**config.mk**
```make
export PLATFORM = sky130hd
export DESIGN_NAME = npc_best
export DESIGN_NICKNAME = d
export VERILOG_FILES = /design/src/sv/npc_pkg.sv /design/src/sv/npc_best.sv
export SDC_FILE = /design/constraint.sdc
export NUM_CORES = 1
export LEC_CHECK = 0
export ABC_CLOCK_PERIOD_IN_PS = 6100
export BUFFER_PORTS_ARGS = -buffer_cell sky130_fd_sc_hd__buf_4
export CORE_UTILIZATION = 53
export DETAILED_ROUTE_END_ITERATION = 6
export PLACE_DENSITY = 0.82
export SLEW_MARGIN = 20
export SYNTH_ARGS = -nofsm -noshare
export SYNTH_HDL_FRONTEND = slang
export SYNTH_SLANG_ARGS = --single-unit
```
**constraint.sdc**
```tcl
create_clock -name clock -period 6.1 [get_ports clock]
set_input_delay 1.83 -clock clock [delete_from_list [all_inputs] [get_ports clock]]
set_output_delay 1.83 -clock clock [all_outputs]
set_load 0.01 [all_outputs]
```
**src/sv/npc_pkg.sv**
```systemverilog
// Shared types and constants of the nearest palette color search block.
`default_nettype none
package npc_pkg;

   localparam int COMP_W = 8;
   localparam int RGB_W  = 3 * COMP_W;
   localparam int SQ_W   = 2 * COMP_W;
   localparam int DIST_W = SQ_W + 2;
   localparam int OUT_W  = 8;

   typedef enum logic {
      OP_LOAD  = 1'b0,
      OP_QUERY = 1'b1
   } npc_op_type;

   typedef enum logic [1:0] {
      ST_IDLE,
      ST_SCAN,
      ST_DRAIN
   } npc_state_type;

   typedef struct packed {
      logic red_valid;
      logic first;
   } npc_tag_type;

   typedef struct packed {
      logic [COMP_W-1:0] red;
      logic [COMP_W-1:0] green;
      logic [COMP_W-1:0] blue;
   } npc_rgb_type;

endpackage
`default_nettype wire

```
**src/sv/npc_best.sv**
```systemverilog
// Running minimum of the distance and the index that holds it.
`default_nettype none
module npc_best
   import npc_pkg::*;
#(
   parameter int PALETTE_ENTRIES = 256
)
(
   input  wire logic                               clock,
   input  npc_tag_type                              tag,
   input  wire logic [$clog2(PALETTE_ENTRIES)-1:0]  idx,
   input  wire logic [DIST_W-1:0]                   sq_dist,
   output logic [$clog2(PALETTE_ENTRIES)-1:0]       best_idx
);

   localparam int IDX_W = $clog2(PALETTE_ENTRIES);

   logic [DIST_W-1:0] best_dist_ff, best_dist_in;
   logic [IDX_W-1:0]  best_idx_ff, best_idx_in;

   always_comb begin
      best_dist_in = best_dist_ff;
      best_idx_in  = best_idx_ff;
      if (tag.red_valid && (tag.first || sq_dist < best_dist_ff)) begin
         best_dist_in = sq_dist;
         best_idx_in  = idx;
      end
   end

   always_ff @(posedge clock) begin
      best_dist_ff <= best_dist_in;
      best_idx_ff  <= best_idx_in;
   end

   assign best_idx = best_idx_ff;

endmodule
`default_nettype wire

```
==> flow_summary.ini <==
[route]
drc = 0
wirelength_um = 2200
vias = 814
wire_per_inst_um = 14.2
drt_iter0_drc = 8
drtPass1Iterations = 5
ant_nets = 0
vias_per_cell = 5.25

[cts]
cts.path.max_buffers = 2
htreeDepth = 1
cts_hold_buffers = 0
insertion_delay_ns = 0.31
path_clk_slew_ns = 0.14
cts_root_buffer = clkbuf_4
cts_tree = built
cts_resized = 0
cts_buffers = 3
clock-sinks = 26
postCtsSetupRepairBufs = 0

[placed_design]
place_hpwl_um = 1630
placed_area_sq_um = 1530
dp_cells = 151
place_congestion = 0.755
io_buffers = 36

[cells_and_area]
stdcell_count = 155
final_area_sq_um = 1580
drive_above_1_share_pct = 32.8
nets = 175
area_growth_pct = 30.3
diodes = 0
final_util_pct = 76.7

[floorplanning]
ios = 37
rows = 16
die_w_um = 49.9
dieArea_sq_um = 2490
die_y_um = 49.9
start_util_pct = 58.9
core_area_sq_um = 2060

[synthesis]
synth_top_flop_cell = edfxtp_1
synth_cells = 87
syn_area_sq_um = 1210
async_flop_share_pct = 0
yosysSeqAreaShare_pct = 64.3
synth_commonest_cells = edfxtp_1, ha_1, inv_1, a21oi_1, nand2_1
ys_seq_elements = 26
synth.most_common_cell = edfxtp_1
synth-edff-count = 26
synth.distinct_cells = 18
yosys_warnings = 0
syn-num-nets = 133
avgSynthCellArea_sq_um = 14.0
netlist.top_cell.by_area = edfxtp_1
yosys-top-cells-area = edfxtp_1, ha_1, inv_1, a21oi_1, nand4_1
post-synth-top-area-fraction_pct = 64.3

[setup_path]
arrival_ns = 3.85
rr_startpoint = best_dist_ff[11]
cp_max_fo = 18
start_kind = primary input
crit_type = primary input to flip-flop
critPathLaunch = sq_dist[11]
worst_setup_path_end_kind = flip-flop
worstPathRequired_ns = 6.12

[pwr]
p_leak_nw = 0.734
p_switching_uw = 88.7
p_per_area_nw_per_um2 = 256
seqPwrFrac_pct = 54.6
p_clk_share_pct = 28.7
power_frac_comb_pct = 16.8
internal-power_uw = 317
ir_drop_mv = 0.211
switching_share_pct = 21.9

[timing]
finalCriticalPeriod_ns = 3.83
post-route-period-util_pct = 62.7
finalClockSkew_ns = 0.00364
fmax_ghz = 0.261
rsz0062_at_grt = no
tightest_slew_ns = 0.461
fin_setup_tns_ns = 0
final_hold_viol_count = 0
slew_headroom_pct = 69.3
maxSlewViolCount = 0
finalSetupViolations = 0

[grt]
gr-total-overflow = 0
grt_pass1_vias = 871
grt_max_degree = 19
grt_pass1_wl_um = 3720
grt_use_total_pct = 20.4
antenna_found_initial = 0

[min_path]
hold_class = flip-flop to flip-flop
holdCritStartpoint = best_dist_ff[17]

[outcome]
outcome = complete, no violations

[run]
max_cap_violations = 0
## flip-flops by register name, summed over array words and instances, names as in the netlist
name,count
best_dist_ff,18
best_idx,8
## final timing paths
path                endpoint  slack, ns  cells after the start
max          best_dist_ff[7]       2.27                      8
min          best_dist_ff[5]       1.07                      4
max reg2reg  best_dist_ff[7]       3.51                      8
min reg2reg  best_dist_ff[5]       1.07                      4
## stage by stage
stage | hold WS, ns | setup slack [ns] | power (mW)
floorplan | 1.44 | 1.58 | 0.259
global placement | 0.994 | 1.98 | 0.289
detailed placement | 1.05 | 1.94 | 0.293
CTS | 1.08 | 2.25 | 0.407
global route | 1.14 | 2.18 | 0.423
finish | 1.07 | 2.27 | 0.406
## area by class of cell
cell class,instances,area (sq um)
fill,120,480
clock inverter,1,30.0
inverter,17,63.8
multi-input combinational,44,373
clock buffer,3,22.5
timing repair buffer,37,278
sequential,26,781
tap,27,33.8
## power groups by stage
stage               clock, mW  sequential, mW  combinational (mW)
floorplan                   0           0.228              0.0312
global placement            0           0.225              0.0644
detailed placement          0           0.226              0.0670
CTS                     0.116           0.221              0.0691
global route            0.124           0.223              0.0772
finish                  0.116           0.221              0.0680
## metal layers
metal	global-route usage, %	share of wire, %	vias up
met4	7.14	1.8	0
met2	37.6	52	34
met1	23.4	41	374
met3	3.40	5.3	4
li1	-	-	402
met5	0	0	-
## worst max-delay path, cell delays in order
cell and delay [ns]:
buf_4 0.12, ha_1 0.31, a21o_1 0.17, nand3_1 0.07, a21oi_1 0.06, or4b_1 0.52
o21ai_2 0.42, buf_4 0.34
## cell families after synthesis
| kind of cell | synth area share, % |
|---|---|
| flip-flops | 64.3 |
| buffers and inverters | 5.26 |
| adder cells (fa/ha/maj) | 17.5 |
| AO/OA/AOI/OAI | 7.01 |
| AND/OR/NAND/NOR | 5.88 |
## layout by cell type (no fill, tap or decap)
| cell type | synthesis | layout |
|---|---|---|
| o21ai_0 | 2 | 2 |
| buf_4 | 0 | 37 |
| o21ai_2 | 0 | 1 |
| nor3_1 | 1 | 1 |
| clkbuf_4 | 0 | 3 |
| inv_1 | 17 | 17 |
| nand2b_1 | 1 | 1 |
| nor3b_1 | 1 | 1 |
| a41oi_1 | 1 | 1 |
| nor2_1 | 1 | 1 |
| or4b_1 | 1 | 1 |
| a211oi_1 | 1 | 1 |
| o31a_1 | 1 | 1 |
| nand2_1 | 4 | 4 |
| ha_1 | 17 | 17 |
| a21oi_1 | 6 | 6 |
| bufinv_16 | 0 | 1 |
| nand4_1 | 3 | 3 |
| a21o_1 | 2 | 2 |
| nand3_1 | 1 | 1 |
| edfxtp_1 | 26 | 26 |
Note: power is estimated with default switching activity, not from simulation.
