`config.mk`:
```
export PLATFORM = sky130hd
export DESIGN_NAME = npc_dist
export DESIGN_NICKNAME = d
export VERILOG_FILES = /design/src/sv/npc_pkg.sv /design/src/sv/npc_dist.sv
export SDC_FILE = /design/constraint.sdc
export NUM_CORES = 1
export LEC_CHECK = 0
export BUFFER_PORTS_ARGS = -buffer_cell sky130_fd_sc_hd__buf_2
export CORE_ASPECT_RATIO = 1.5
export CORE_UTILIZATION = 40
export CTS_BUF_LIST = sky130_fd_sc_hd__clkbuf_4 sky130_fd_sc_hd__clkbuf_8 sky130_fd_sc_hd__clkbuf_16
export DETAILED_ROUTE_END_ITERATION = 8
export PLACE_DENSITY_LB_ADDON = 0.05
export SETUP_SLACK_MARGIN = 0.2
export SYNTH_ARGS = -nofsm -noshare
export SYNTH_HDL_FRONTEND = slang
export SYNTH_SLANG_ARGS = --single-unit
export TNS_END_PERCENT = 50
```
`constraint.sdc`:
```
create_clock -name clock -period 8.4 [get_ports clock]
set_input_delay 1.26 -clock clock [delete_from_list [all_inputs] [get_ports clock]]
set_output_delay 1.26 -clock clock [all_outputs]
set_load 0.01 [all_outputs]
```
`src/sv/npc_pkg.sv`:
```
// Shared types and constants of the nearest palette color search block.
`default_nettype none
package npc_pkg;

   localparam int COMP_W = 8;
   localparam int RGB_W  = 3 * COMP_W;
   localparam int SQ_W   = 2 * COMP_W;
   localparam int DIST_W = SQ_W + 2;
   localparam int OUT_W  = 8;

   typedef enum logic {
      OP_LOAD  = 1'b0,
      OP_QUERY = 1'b1
   } npc_op_type;

   typedef enum logic [1:0] {
      ST_IDLE,
      ST_SCAN,
      ST_DRAIN
   } npc_state_type;

   typedef struct packed {
      logic red_valid;
      logic first;
   } npc_tag_type;

   typedef struct packed {
      logic [COMP_W-1:0] red;
      logic [COMP_W-1:0] green;
      logic [COMP_W-1:0] blue;
   } npc_rgb_type;

endpackage
`default_nettype wire

```
`src/sv/npc_dist.sv`:
```
// Squared RGB distance unit: absolute differences and squares, then the sum.
`default_nettype none
module npc_dist
   import npc_pkg::*;
(
   input  wire logic              clock,
   input  npc_rgb_type            color,
   input  npc_rgb_type            entry,
   output logic [DIST_W-1:0]      sq_dist
);

   logic [COMP_W-1:0] diff_r, diff_g, diff_b;
   logic [SQ_W-1:0]   sq_r_ff, sq_g_ff, sq_b_ff;
   logic [SQ_W-1:0]   sq_r_in, sq_g_in, sq_b_in;
   logic [DIST_W-1:0] dist_ff, dist_in;

   always_comb begin
      diff_r  = (color.red >= entry.red) ? color.red - entry.red : entry.red - color.red;
      diff_g  = (color.green >= entry.green) ? color.green - entry.green
                                             : entry.green - color.green;
      diff_b  = (color.blue >= entry.blue) ? color.blue - entry.blue
                                           : entry.blue - color.blue;
      sq_r_in = SQ_W'(diff_r) * SQ_W'(diff_r);
      sq_g_in = SQ_W'(diff_g) * SQ_W'(diff_g);
      sq_b_in = SQ_W'(diff_b) * SQ_W'(diff_b);
      dist_in = DIST_W'(sq_r_ff) + DIST_W'(sq_g_ff) + DIST_W'(sq_b_ff);
   end

   always_ff @(posedge clock) begin
      sq_r_ff <= sq_r_in;
      sq_g_ff <= sq_g_in;
      sq_b_ff <= sq_b_in;
      dist_ff <= dist_in;
   end

   assign sq_dist = dist_ff;

endmodule
`default_nettype wire

```
==> impl_results.md, run 1 <==
* Outcome: finished, final reports clean
* Clock transition at path regs at 50 ps
* YS warnings at 0
* DR pass1 iterations at 4
* Final Setup Violations at 0
* Final #Nets at 1,403
* Final Critical Period at 7330 ps
* Initial antenna violation count at 0
* Iter 0 DRT Violations at 130
* Tcrit/Tclk final at 0.873
* Htree depth at 3
* Synth unique cells at 68
* Crit-path slowest cell: xor2_1
* Row cnt at 67
* Cell area after layout at 10,200 µm²
* CTS Root Cell: clkbuf_16
* Register area share after synthesis at 0.136
* CTS Sinks at 63
* Pins Over Slew Limit at 0
* Area post-placement at 9920 µm²
* Avg Inst Size Synth at 8.94 µm²
* RSZ-0062 raised after global routing: no
* Total GRT Usage at 0.166
* Slew headroom at 0.362
* Least-Margin Pin Slew at 933 ps
* Port Buffers at 66
* DIE HEIGHT at 188 µm
* Final TNS setup at 0 ps
* Critical Path End Type: flip-flop
* Max-cap violations at 0
* Count of boundary I/O pins at 67
* Vias in the first global route at 7,163
* Initial Util at 0.411
* CP startpoint kind: primary input
* Post-CTS sizing at 0
* Core area at 22,600 µm²
* Post-synth top area cell: fa_1
* Area growth syn-to-layout at 10.4%
* Ys async rst share at 0
* Post-Route WL at 18,200 µm
* Worst R2R Start: sq_r_ff[3]$_DFF_P_
* Slowest stage delay, CP at 660 ps
* Post-synth EDFFs at 0
* WL/cell at 13.1 µm
* Area contributors post-synth: fa_1 (21%), ha_1 (20%), dfxtp_1 (14%)
* Post-CTS setup buffers at 0
* Antenna cell count at 0
* Clock Skews at 4.07 ps
* Worst Path Arrival at 7580 ps
* GR Overflow Total at 0
* Fmax at 0.136 GHz
* CTS tree: built
* CP Data Required Time at 8650 ps
* Hold/Removal Path Class: reg2reg
* Largest net degree at the start of global routing at 12
* Worst setup startpoint: color[16]
* Vias at 6,771
* Critical Path Fanout Max at 11
* Kind of critical path: in2reg
* Via density per instance at 4.88
* Most common cell in the synthesized netlist: inv_1
* First-pass GRT wire length at 32,100 µm
* CTS Hold Bufs at 0
* Hold Fails Final Rpt at 0
* Clock buffer depth at 2
* Die X at 126 µm
* Num CTS Buffers at 9
* Share of the synthesized area in the top cell type at 0.210
* Most instantiated cells after synthesis: inv_1 (212), ha_1 (149), nor2_1 (104), fa_1 (97), dfxtp_1 (63)
* Proportion of layout cells with a drive suffix above 1 at 0.127
* DIE AREA at 23,800 µm²
* Later-pin clock latency in the skew report at 330 ps
* Mapped cell area at 9260 µm²
* DRT antenna net count at 0
* GP Congestion at 0.783
* DP HPWL at 16,300 µm
* Gate Count Post-Synth at 1,035
* Hold path startpoint: sq_r_ff[0]$_DFF_P_
* Drt drc at 0
* Synthesized flop and latch total at 63
* Top FF cell, synth: dfxtp_1
[layer usage]
layer	GRT usage	vias up	wire length, µm
met2	0.347	67	10600
li1	-	3497	-
met4	0.0528	0	325
met3	0.0108	21	221
met5	0	-	0
met1	0.170	3186	7060
[path summary, 6_finish.rpt]
kind | end | slack, ps | cells after the start
worst max-delay path | sq_r_ff[13]$_DFF_P_ | 1070 | 26
worst min-delay path | sq_dist[0]$_DFF_P_ | 590 | 3
worst max register to register | sq_dist[16]$_DFF_P_ | 5180 | 9
worst min register to register | sq_dist[0]$_DFF_P_ | 590 | 3
[cell usage in the layout (no fill, tap or decap), drive strengths merged, types with 4 or more instances in the layout]
cell type | synthesis | layout
inv | 213 | 213
ha | 149 | 149
nor2 | 107 | 107
fa | 97 | 97
buf | 12 | 77
dfxtp | 63 | 63
a21oi | 57 | 57
xnor2 | 54 | 54
a21o | 31 | 31
nand2 | 29 | 29
o21ai | 25 | 25
mux2i | 21 | 21
xor2 | 19 | 19
o21bai | 15 | 15
or2 | 14 | 14
nor3 | 13 | 13
clkbuf | 5 | 12
nand2b | 11 | 11
nor2b | 9 | 9
nand4 | 7 | 7
o211ai | 6 | 6
or4 | 6 | 6
nand3 | 5 | 5
nand3b | 5 | 5
a2111o | 5 | 5
o21a | 4 | 4
o31ai | 4 | 4
a31o | 4 | 4
and3 | 4 | 4
o2111ai | 4 | 4
o221ai | 4 | 4
[registers in the layout, summed over array words and instances (netlist names)]
register,cells
sq_b_ff,15
sq_dist,18
sq_g_ff,15
sq_r_ff,15
[metrics by stage]
step           hold slack (ps)  worst slack (ps)  instances  utilization
6_report                   590              1070       1388        0.453
5_1_grt                    632               548       1388        0.453
4_1_cts                    598              1030       1388        0.453
3_5_place_dp               590               698       1373        0.440
3_3_place_gp               589               824       1373        0.440
2_1_floorplan              549              1420       1037            -
[critical path: cells and delay by family]
family,cells,cell delay (ps)
compound gates,9,2230
xor+xnor,2,800
fa+ha+maj,7,2570
buf+inv,5,290
simple gates,3,430
[final cells by class]
cell class / instances / area (µm²)
Sequential cell: 63 / 1260
Clock inverter: 3 / 42.5
Inverter: 213 / 800
Fill cell: 2298 / 12300
Clock buffer: 12 / 260
Multi-Input combinational cell: 744 / 7100
Timing Repair Buffer: 77 / 413
Tap cell: 276 / 345
[cell families (layout without fill, tap and decap cells)]
| kind of cell | count (synthesis) | in the layout | synth area share |
|---|---|---|---|
| flip-flops | 63 | 63 | 0.136 |
| AO/OA/AOI/OAI | 178 | 178 | 0.136 |
| XOR/XNOR | 73 | 73 | 0.0756 |
| AND/OR/NAND/NOR | 221 | 221 | 0.118 |
| multiplexers | 23 | 23 | 0.0251 |
| buffers and inverters | 230 | 305 | 0.0979 |
| other | 1 | 3 | 0.000405 |
| adder cells (fa/ha/maj) | 246 | 246 | 0.411 |
Power of run 1 is not shown: default switching activity piles up to over one toggle a cycle in this logic, so the estimate is an artifact.
==> run 2: changes to the inputs <==
--- a/config.mk
+++ b/config.mk
@@ -7,7 +7,7 @@
 export LEC_CHECK = 0
 export BUFFER_PORTS_ARGS = -buffer_cell sky130_fd_sc_hd__buf_2
 export CORE_ASPECT_RATIO = 1.5
-export CORE_UTILIZATION = 40
+export CORE_UTILIZATION = 55
 export CTS_BUF_LIST = sky130_fd_sc_hd__clkbuf_4 sky130_fd_sc_hd__clkbuf_8 sky130_fd_sc_hd__clkbuf_16
 export DETAILED_ROUTE_END_ITERATION = 8
 export PLACE_DENSITY_LB_ADDON = 0.05
==> impl_results.md, run 2 (synthesis gave the netlist of run 1 again) <==
* Delay-heaviest family, CP: adder cells (unchanged)
* Clock transition at path regs at 50 ps (about the same)
* Num CTS Buffers at 9 (unchanged)
* Htree depth at 3 (unchanged)
* WL/cell at 13.0 µm (was 13.1 µm)
* DRT antenna net count at 0 (unchanged)
* Worst Path Arrival at 7470 ps (was 7580 ps)
* Via density per instance at 5.22 (was 4.88)
* Clock buffer depth at 2 (unchanged)
* DR pass1 iterations at 4 (unchanged)
* CTS tree: built (unchanged)
* Die X at 108 µm (was 126 µm)
* Tcrit/Tclk final at 0.859 (was 0.873)
* Least-Margin Pin Slew at 958 ps (was 933 ps)
* Core area at 16,300 µm² (was 22,600 µm²)
* Initial Util at 0.567 (was 0.411)
* Vias in the first global route at 7,026 (was 7,163)
* Count of boundary I/O pins at 67 (unchanged)
* Clock Skews at 2.58 ps (was 4.07 ps)
* Vias at 6,848 (was 6,771)
* Post-CTS setup buffers at 0 (unchanged)
* Critical path buffers and inverters at 5 (unchanged)
* Post-Route WL at 17,100 µm (was 18,200 µm)
* Area growth syn-to-layout at 9.41% (was 10.4%)
* CP startpoint kind: primary input (unchanged)
* DP HPWL at 14,800 µm (was 16,300 µm)
* Final Critical Period at 7220 ps (was 7330 ps)
* Fmax at 0.139 GHz (was 0.136 GHz)
* CTS Sinks at 63 (unchanged)
* Critical Path Fanout Max at 11 (unchanged)
* Largest net degree at the start of global routing at 13 (was 12)
* Met3 wire length at 307 µm (was 221 µm)
* Crit-path slowest cell: xor2_1 (unchanged)
* Final TNS setup at 0 ps (unchanged)
* Slew headroom at 0.343 (was 0.362)
* CTS Root Cell: clkbuf_16 (unchanged)
* Max-cap violations at 0 (unchanged)
* GR Overflow Total at 0 (unchanged)
* GP Congestion at 0.824 (was 0.783)
* Pins Over Slew Limit at 0 (unchanged)
* Met1 WL at 7290 µm (was 7060 µm)
* Proportion of layout cells with a drive suffix above 1 at 0.122 (was 0.127)
* Later-pin clock latency in the skew report at 320 ps (was 330 ps)
* Met2 WL at 9200 µm (was 10,600 µm)
* Critical Path End Type: flip-flop (unchanged)
* Kind of critical path: in2reg (unchanged)
* Row cnt at 57 (was 67)
* First-pass GRT wire length at 30,400 µm (was 32,100 µm)
* Outcome: finished, final reports clean (unchanged)
* Drt drc at 0 (unchanged)
* CTS Hold Bufs at 0 (unchanged)
* Port Buffers at 66 (unchanged)
* Most common cell after layout, fill and taps aside: inv_1 (unchanged)
* Final #Nets at 1,396 (was 1,403)
* Initial antenna violation count at 0 (unchanged)
* Largest register FFs at 18 (unchanged)
* Highest Signal Layer: met4 (unchanged)
* Hold/Removal Path Class: reg2reg (unchanged)
* Antenna cell count at 0 (unchanged)
* DIE AREA at 17,400 µm² (was 23,800 µm²)
* RSZ-0062 raised after global routing: no (unchanged)
* Hold Fails Final Rpt at 0 (unchanged)
* Post-CTS sizing at 0 (unchanged)
* Final Setup Violations at 0 (unchanged)
* Iter 0 DRT Violations at 223 (was 130)
* Slowest stage delay, CP at 630 ps (was 660 ps)
* Total GRT Usage at 0.217 (was 0.166)
* Most frequent cells in the layout: inv_1 (212), ha_1 (149), nor2_1 (104) (unchanged)
* DIE HEIGHT at 161 µm (was 188 µm)
* CP Data Required Time at 8650 ps (about the same)
[run 2: cell types whose count changed in the layout (fill, tap and decap cells not counted), sizes merged]
cell,change
bufinv,+2
clkinv,-1
buf,-7
clkbuf,+1
clkinvlp,-1
[run 2: path summary, 6_finish.rpt]
| kind | to | cells past startpoint | slack [ps] | startpoint |
|---|---|---|---|---|
| max | sq_r_ff[13]$_DFF_P_ | 26 | 1180 | color[16] |
| min | sq_dist[0]$_DFF_P_ | 3 | 600 | sq_b_ff[0]$_DFF_P_ |
| max reg2reg | sq_dist[16]$_DFF_P_ | 9 | 5250 | sq_r_ff[3]$_DFF_P_ |
| min reg2reg | sq_dist[0]$_DFF_P_ | 3 | 600 | sq_b_ff[0]$_DFF_P_ |
[run 2: worst min-delay path, cell delays in order, from the launching register on]
cell     delay, ps
dfxtp_1        290
inv_1           70
fa_1           160
inv_1           40
[run 2: stage by stage]
| step | worst slack (ps) | utilization | cell area [µm²] | std cells | hold WS [ps] |
|---|---|---|---|---|---|
| floorplan | 1420 | - | 9270 | 1037 | 549 |
| global placement | 867 | 0.599 | 9780 | 1296 | 573 |
| detailed placement | 859 | 0.599 | 9780 | 1296 | 569 |
| CTS | 1140 | 0.620 | 10100 | 1312 | 601 |
| global route | 691 | 0.620 | 10100 | 1312 | 630 |
| finish | 1180 | 0.620 | 10100 | 1312 | 598 |
[run 2: routing by layer]
layer | vias up | global-route usage
met5 | - | 0
met4 | 0 | 0.0716
met3 | 20 | 0.0138
met2 | 104 | 0.409
met1 | 3240 | 0.256
li1 | 3484 | -
[run 2: area by class of cell]
type | count | area, µm²
Tap cell | 206 | 258
Fill cell | 1476 | 6200
Clock inverter | 3 | 90.1
Multi-Input combinational cell | 744 | 7100
Inverter | 213 | 800
Clock buffer | 13 | 262
Timing Repair Buffer | 70 | 360
Sequential cell | 63 | 1260
Power of run 2 is left out for the same reason.
