--- src/sv/npc_pkg.sv ---
// Shared types and constants of the nearest palette color search block.
`default_nettype none
package npc_pkg;

   localparam int COMP_W = 8;
   localparam int RGB_W  = 3 * COMP_W;
   localparam int SQ_W   = 2 * COMP_W;
   localparam int DIST_W = SQ_W + 2;
   localparam int OUT_W  = 8;

   typedef enum logic {
      OP_LOAD  = 1'b0,
      OP_QUERY = 1'b1
   } npc_op_type;

   typedef enum logic [1:0] {
      ST_IDLE,
      ST_SCAN,
      ST_DRAIN
   } npc_state_type;

   typedef struct packed {
      logic red_valid;
      logic first;
   } npc_tag_type;

   typedef struct packed {
      logic [COMP_W-1:0] red;
      logic [COMP_W-1:0] green;
      logic [COMP_W-1:0] blue;
   } npc_rgb_type;

endpackage
`default_nettype wire

--- src/sv/npc_ctrl.sv ---
// Scan sequencer: walks the palette addresses and tags the distance pipeline.
`default_nettype none
module npc_ctrl
   import npc_pkg::*;
#(
   parameter int PALETTE_ENTRIES = 256
)
(
   input  wire logic                               clock,
   input  wire logic                               reset,
   input  wire logic                               query_start,
   output logic                                    busy,
   output logic [$clog2(PALETTE_ENTRIES)-1:0]      rd_addr,
   output npc_tag_type                             cmp_tag,
   output logic [$clog2(PALETTE_ENTRIES)-1:0]      cmp_idx,
   output logic                                    done
);

   localparam int IDX_W  = $clog2(PALETTE_ENTRIES);
   localparam int STAGES = 3;

   npc_state_type     state_ff, state_in;
   logic [IDX_W-1:0]  cnt_ff, cnt_in;
   npc_tag_type       tag_ff [STAGES];
   logic [IDX_W-1:0]  idx_ff [STAGES];
   npc_tag_type       tag_in;
   logic              pipe_busy;
   logic              done_ff, done_in;
   logic              last_addr;

   assign last_addr = (cnt_ff == IDX_W'(PALETTE_ENTRIES - 1));
   assign pipe_busy = tag_ff[0].red_valid | tag_ff[1].red_valid | tag_ff[2].red_valid;

   always_comb begin
      state_in = state_ff;
      case (state_ff)
         ST_IDLE: begin
            if (query_start) state_in = ST_SCAN;
         end
         ST_SCAN: begin
            if (last_addr) state_in = ST_DRAIN;
         end
         ST_DRAIN: begin
            if (!pipe_busy) state_in = ST_IDLE;
         end
         default: state_in = ST_IDLE;
      endcase
   end

   always_comb begin
      cnt_in           = cnt_ff;
      tag_in.red_valid = 1'b0;
      tag_in.first     = 1'b0;
      done_in          = 1'b0;
      case (state_ff)
         ST_IDLE: begin
            cnt_in = '0;
         end
         ST_SCAN: begin
            tag_in.red_valid = 1'b1;
            tag_in.first     = (cnt_ff == '0);
            cnt_in           = cnt_ff + 1'b1;
         end
         ST_DRAIN: begin
            done_in = !pipe_busy;
         end
         default: begin
            cnt_in = '0;
         end
      endcase
   end

   always_ff @(posedge clock) begin
      if (reset) begin
         state_ff <= ST_IDLE;
         cnt_ff   <= '0;
         done_ff  <= 1'b0;
         for (int s = 0; s < STAGES; s++) begin
            tag_ff[s] <= '0;
         end
      end else begin
         state_ff  <= state_in;
         cnt_ff    <= cnt_in;
         done_ff   <= done_in;
         tag_ff[0] <= tag_in;
         for (int s = 1; s < STAGES; s++) begin
            tag_ff[s] <= tag_ff[s-1];
         end
      end
   end

   always_ff @(posedge clock) begin
      idx_ff[0] <= cnt_ff;
      for (int s = 1; s < STAGES; s++) begin
         idx_ff[s] <= idx_ff[s-1];
      end
   end

   assign busy    = (state_ff != ST_IDLE);
   assign rd_addr = cnt_ff;
   assign cmp_tag = tag_ff[STAGES-1];
   assign cmp_idx = idx_ff[STAGES-1];
   assign done    = done_ff;

endmodule
`default_nettype wire

--- config.mk ---
export PLATFORM = sky130hd
export DESIGN_NAME = npc_ctrl
export DESIGN_NICKNAME = d
export VERILOG_FILES = /design/src/sv/npc_pkg.sv /design/src/sv/npc_ctrl.sv
export SDC_FILE = /design/constraint.sdc
export NUM_CORES = 1
export LEC_CHECK = 0
export ABC_AREA = 1
export BUFFER_PORTS_ARGS = -buffer_cell sky130_fd_sc_hd__buf_2
export CORE_AREA = 2 2 49 86
export DETAILED_ROUTE_END_ITERATION = 10
export DIE_AREA = 0 0 51 88
export GPL_ROUTABILITY_DRIVEN = 0
export SYNTH_ARGS = -nofsm -noshare
export SYNTH_HDL_FRONTEND = slang
export SYNTH_SLANG_ARGS = --single-unit
export TNS_END_PERCENT = 10
--- constraint.sdc ---
create_clock -name clock -period 2.2 [get_ports clock]
set_clock_uncertainty 0.15 [all_clocks]
set_input_delay 0.22 -clock clock [delete_from_list [all_inputs] [get_ports clock]]
set_output_delay 0.22 -clock clock [all_outputs]
set_load 0.01 [all_outputs]
==> impl_metrics.json, run 1 <==
{
  "worstSetupEndpointType": "flip-flop",
  "wl_mm": 2.02,
  "placed_cell_area_mm2": 0.00138,
  "cts_tree": "yes",
  "worst_pin_slew_ps": 279,
  "die_w_um": 51,
  "ys_types": 19,
  "min_period_ps": 1440,
  "relSlewSlack_pct": 81.4,
  "portBuffers": 22,
  "grt_pass1_vias": 802,
  "seq_area_frac_synth_pct": 63.9,
  "setup_viol": 0,
  "rows": 30,
  "cts_resized": 0,
  "die_y_um": 88,
  "cts-root-buf": "clkbuf_8",
  "rsz0062_at_grt": "false",
  "grt_first_pass_wirelength_mm": 3.48,
  "dr_total_vias": 843,
  "dp_hpwl_mm": 1.53,
  "ant_nets": 0,
  "grt_usage_pct": 10.9,
  "grt_max_degree": 13,
  "ir_drop_v": 0.000378,
  "synth_top_area_share_pct": 63.9,
  "status": "finished clean",
  "final_nets": 156,
  "drtIter0Drc": 20,
  "routedWlPerCell_um": 10.1,
  "yosysTopAreaCell": "dfxtp_1",
  "timing.final.hold_violations": 0,
  "dieArea_mm2": 0.00449,
  "synth_top_cells_by_count": "41 x dfxtp_1, 18 x nor2_1, 15 x nand2_1",
  "maxCapViolations": 0,
  "hold_path_class": "in2reg",
  "start_kind": "flip-flop",
  "drv_slew": 0,
  "p_leak_nw": 0.635,
  "antenna_found_initial": 0,
  "cp.arrival_ps": 1480,
  "synthArstFlopShare_pct": 0,
  "synth-edff-count": 0,
  "drive_gt1_share_pct": 25.7,
  "grt-ovfl-total": 0,
  "synthFlopType": "dfxtp_1",
  "total_power_mw": 1.33,
  "avgSynthCellArea_um2": 9.73,
  "syn_inst": 132,
  "syn_nets": 137,
  "clk_path_buf_depth": 2,
  "start_util_pct": 33.9,
  "synthTopCellsByArea": "dfxtp_1 64%, buf_4 5.8%, nor2_1 5.3%, nand2_1 4.4%, inv_1 3.8%",
  "drc": 0,
  "yosysMostFrequentCell": "dfxtp_1",
  "stdcell_area_mm2": 0.00146,
  "worstReg2RegStart": "rd_addr[0]$_SDFFE_PP0P_",
  "finalSetupTns_ps": 0,
  "ys_ff_latch": 41,
  "htree_num_levels": 2,
  "path_max_fanout": 6,
  "startpoint": "rd_addr[0]$_SDFFE_PP0P_",
  "critPathKind": "reg2reg",
  "clock_latency_ps": 290,
  "area_growth_pct": 13.8,
  "clk_pin_slew_ps": 70,
  "clock_sinks": 41,
  "yosys_warnings": 0,
  "viasPerCell": 4.22,
  "cts_setup_buffers": 0,
  "max_freq_mhz": 695,
  "ctsHoldBuffers": 0,
  "fin_crit_sh_pct": 65.4,
  "num_antenna_cells": 0,
  "fin_util_pct": 38.6,
  "cts_made_buffers": 5,
  "pwr_density_cell_mw_per_mm2": 911,
  "syn-cell-area_mm2": 0.00128,
  "critPathRequiredTime_ps": 2240,
  "worstHoldStart": "reset",
  "io_pins": 23,
  "first_pass_iters": 3,
  "core_area_mm2": 0.00379
}
-- power by group --
| group | internal [mW] | switching [mW] | leakage [nW] | total [mW] |
|---|---|---|---|---|
| logic | 0.0337 | 0.0655 | 0.258 | 0.0992 |
| registers | 0.767 | 0.0139 | 0.332 | 0.781 |
| clock network | 0.219 | 0.233 | 0.0450 | 0.452 |
-- cells in the final DEF, fill, tap and decap left out, types with 3 or more instances in the layout --
master / n
buf_2: 22
nor2_1: 18
nand2_2: 3
nand2_1: 15
clkbuf_8: 5
inv_2: 3
dfxtp_1: 41
a21oi_1: 8
inv_1: 13
nand3_1: 5
nor3_1: 3
-- kinds of logic (layout without fill, tap and decap cells) --
group	Yosys count	in the layout	share of synthesized area [%]
AND/OR/NAND/NOR	49	49	17.3
AO/OA/AOI/OAI	12	12	4.97
XOR/XNOR	2	2	1.36
buffers and inverters	26	46	10.5
adder cells (fa/ha/maj)	2	2	1.95
flip-flops	41	41	63.9
-- worst paths after layout --
path                                   end  slack, ps  depth (start not counted)
setup / recovery   rd_addr[6]$_SDFFE_PP0P_        760                          8
hold / removal    state_ff[0]$_SDFFE_PP0P_         20                          2
setup reg to reg   rd_addr[6]$_SDFFE_PP0P_        760                          8
hold reg to reg      idx_ff[0][15]$_DFF_P_        180                          0
-- stage by stage --
step	worst slack [ps]	hold WS [ps]	std cells
final	761	17.5	200
after global routing	530	24.6	200
after CTS	759	16.7	200
after detailed placement	782	162	192
after global placement	835	160	192
after floorplan	817	139	132
-- layer usage --
metal / track usage (%) / share of wire (%) / vias to the layer above
met1: 10.9 / 40 / 372
met5: 0 / 0 / -
met3: 4.10 / 6.6 / 7
met4: 9.09 / 3.5 / 0
met2: 17.6 / 50 / 23
li1: - / - / 441
-- area by class of cell --
| cell class | instances | area [um2] |
|---|---|---|
| Fill cell | 395 | 2330 |
| Sequential cell | 41 | 821 |
| Multi-Input combinational cell | 65 | 329 |
| Timing Repair Buffer | 22 | 110 |
| Clock buffer | 6 | 72.6 |
| Inverter | 16 | 60.1 |
| Tap cell | 48 | 60.1 |
| Clock inverter | 2 | 10.0 |
-- registers in the layout (all words and copies together), names as in the netlist --
name,flops
done,1
idx_ff,24
rd_addr,8
state_ff,2
tag_ff,6
-- worst max-delay path: stages (launching register included) --
cell	delay [ps]
dfxtp_1	410
ha_1	210
nand2_1	60
nor2_1	140
inv_1	80
nor2_2	90
nand3_1	70
nand2_1	80
nor2_1	40
(Power assumes the default switching activity.)
==> inputs of run 2 (changes only) <==
ABC_AREA = 0   (was 1)
CORE_AREA = 2 2 50 86   (was 2 2 49 86)
DIE_AREA = 0 0 52 88   (was 0 0 51 88)
clock period = 1.2 ns   (was 2.2 ns; I/O delays follow)
==> impl_metrics.json, run 2 <==
{
  "final_cell_mix": "32 x dfxtp_1, 17 x buf_2, 15 x buf_4",
  "drtIter0Drc": 15,
  "path_max_fanout": 5,
  "dr.max_layer_used": "met4",
  "core_area_mm2": 0.00387,
  "critPathKind": "reg2reg",
  "rrSetupSlack_ps": -270,
  "synth_top_cells_by_count": "41 x dfxtp_1, 10 x buf_4, 6 x nand2_1, 6 x nand3_1, 6 x nor2b_1",
  "setup_viol": 12,
  "placed_cell_area_mm2": 0.00155,
  "placedCellCount": 196,
  "muxShareOfSynthArea_pct": 0,
  "total_power_mw": 2.76,
  "syn_nets": 123,
  "maxCapViolations": 0,
  "grt_max_degree": 14,
  "start_util_pct": 33.7,
  "antenna_found_initial": 0,
  "grt_first_pass_wirelength_mm": 4.33,
  "cts-root-buf": "clkbuf_8",
  "status": "finished, violations left",
  "synthAdderAreaFrac_pct": 1.92,
  "cts_setup_buffers": 0,
  "die_y_um": 88,
  "regMostFlops": "idx_ff",
  "dp_hpwl_mm": 1.82,
  "final_nets": 161,
  "grt_usage_pct": 12.7,
  "largest_reg_flops": 24,
  "max_freq_mhz": 682,
  "rows": 30,
  "worstReg2RegStart": "state_ff[1]$_SDFFE_PP0P_",
  "wl_met1_mm": 1.07,
  "ys_types": 33,
  "hold_path_class": "in2reg",
  "syn-cell-area_mm2": 0.00130,
  "clk_pin_slew_ps": 70,
  "crit_end": "rd_addr[5]$_SDFFE_PP0P_",
  "timing.final.hold_violations": 0,
  "drv_slew": 0,
  "sw_frac_of_total_pct": 18.2,
  "layoutNonFillerInstCount": 205,
  "startpoint": "state_ff[1]$_SDFFE_PP0P_",
  "wl_mm": 2.60,
  "clock_sinks": 41,
  "cts_tree": "yes",
  "clock_latency_ps": 280,
  "io_pins": 23,
  "num_antenna_cells": 0,
  "dr_total_vias": 947,
  "pre_cts_ws_ps": -226,
  "synthArstFlopShare_pct": 0,
  "yosys_warnings": 0,
  "cp.arrival_ps": 1510,
  "worstSetupEndpointType": "flip-flop",
  "ant_nets": 0,
  "pwr-share-seq_pct": 50.2,
  "grt_pass1_vias": 975,
  "combinationalPowerShare_pct": 4.0,
  "p_leak_nw": 0.774,
  "setup_ws_ps": -266,
  "start_kind": "flip-flop",
  "nFillCells": 366,
  "pwr_density_cell_mw_per_mm2": 1510,
  "ys_ff_latch": 41,
  "min_period_ps": 1470,
  "drive_gt1_share_pct": 45.2,
  "grt-ovfl-total": 0,
  "dieArea_mm2": 0.00458,
  "critPathRequiredTime_ps": 1240,
  "die_w_um": 52,
  "seq_area_frac_synth_pct": 63.0,
  "r2r_end": "rd_addr[5]$_SDFFE_PP0P_",
  "rsz0062_at_grt": "true",
  "area_growth_pct": 39.9,
  "worst_pin_slew_ps": 275,
  "power.switching_uw": 501,
  "yosys.area_share.xor_xnor_pct": 0.672,
  "yosysTopAreaCell": "dfxtp_1",
  "relSlewSlack_pct": 81.4,
  "internal_power_mw": 2.25,
  "viasPerCell": 4.62,
  "synth-edff-count": 0,
  "clkPwrFrac_pct": 45.8,
  "synthTopCellsByArea": "dfxtp_1 63%, buf_4 5.8%, nor2b_1 2.9%, nand3_1 2.3%, ha_1 1.9%",
  "routedWlPerCell_um": 12.7,
  "drc": 0,
  "wl_met3_um": 118,
  "avgSynthCellArea_um2": 11.0,
  "stdcell_area_mm2": 0.00182,
  "violations": "setup timing",
  "synth_top_area_share_pct": 63.0,
  "synthFlopType": "dfxtp_1",
  "syn_inst": 118,
  "ir_drop_v": 0.00107,
  "cts_made_buffers": 5,
  "yosysMostFrequentCell": "dfxtp_1",
  "fin_crit_sh_pct": 122,
  "synth_top_family_by_area": "simple AND/OR/NAND/NOR gates",
  "final_common_cell": "dfxtp_1",
  "synth-compound-area-share_pct": 6.91,
  "fin_util_pct": 47.2,
  "clk_path_buf_depth": 2,
  "synthSimpleGateAreaFrac_pct": 19.6,
  "portBuffers": 22,
  "first_pass_iters": 4,
  "htree_num_levels": 2,
  "dr_wl_met2_mm": 1.33,
  "reg2reg_depth": 3
}
[run 2: cell count changes after synthesis, moves of 3 or more]
cell | before | now
nor2_1 | 18 | 5
inv_1 | 13 | 2
nand2_1 | 15 | 6
nor2b_1 | 0 | 6
a21oi_1 | 8 | 4
clkbuf_1 | 0 | 3
inv_2 | 3 | 0
nand2_2 | 3 | 0
nand2b_1 | 0 | 3
or4_1 | 0 | 3
[run 2: power groups by stage]
stage,sequential (mW),clock [mW],combinational (mW)
floorplan,1.42,0,0.0522
global placement,1.42,0,0.0903
detailed placement,1.42,0,0.0927
CTS,1.39,1.31,0.106
global route,1.39,1.36,0.121
finish,1.38,1.26,0.111
[run 2: kinds of logic after synthesis]
logic type	after synthesis
buf+inv	17
compound gates	14
fa+ha+maj	2
xor+xnor	1
simple gates	43
flops	41
[run 2: per-stage QoR]
step | hold WS (ps) | TNS (ps)
after floorplan | 140 | -1160
after global placement | 161 | -1460
after detailed placement | 162 | -1900
after CTS | 31.8 | -1830
after global routing | 57.7 | -2440
final | 42.7 | -1670
[run 2: repair_timing]
item,4_1_cts,5_1_grt
hold endpoints to repair,1,0
gates resized for setup,19,18
endpoints found under the setup margin,18,20
pin swaps,3,1
hold buffers,1,0
[run 2: how the worst min path moves through the flow]
stage / slack (ps) / to / cells after the start / start
after floorplan: 140 / state_ff[0]$_SDFFE_PP0P_ / 2 / query_start
after global placement: 160 / idx_ff[0][11]$_DFF_P_ / 0 / idx_ff[0][3]$_DFF_P_
after detailed placement: 160 / idx_ff[0][15]$_DFF_P_ / 0 / idx_ff[0][7]$_DFF_P_
after CTS: 30 / rd_addr[6]$_SDFFE_PP0P_ / 3 / reset
after global routing: 60 / tag_ff[0][2]$_SDFF_PP0_ / 3 / reset
final: 40 / tag_ff[0][3]$_SDFF_PP0_ / 3 / reset
[run 2: area by class of cell]
type | instances | area (um2) | share of cell area [%]
Multi-Input combinational cell | 60 | 424 | 23.3
Clock buffer | 5 | 68.8 | 3.77
Timing Repair Buffer | 46 | 354 | 19.4
Inverter | 2 | 7.51 | 0.412
Tap cell | 48 | 60.1 | 3.29
Sequential cell | 41 | 845 | 46.3
Clock inverter | 3 | 65.1 | 3.57
[run 2: worst max-delay path, cell delays in order (launching register included)]
cell and delay (ps):
dfxtp_2 340, nand2b_2 210, or4_1 510, a31oi_1 180
[run 2: per-layer routing]
layer | vias up | global-route usage (%)
li1 | 470 | -
met2 | 26 | 21.4
met3 | 7 | 3.41
met1 | 444 | 13.3
met5 | - | 0
met4 | 0 | 8.85
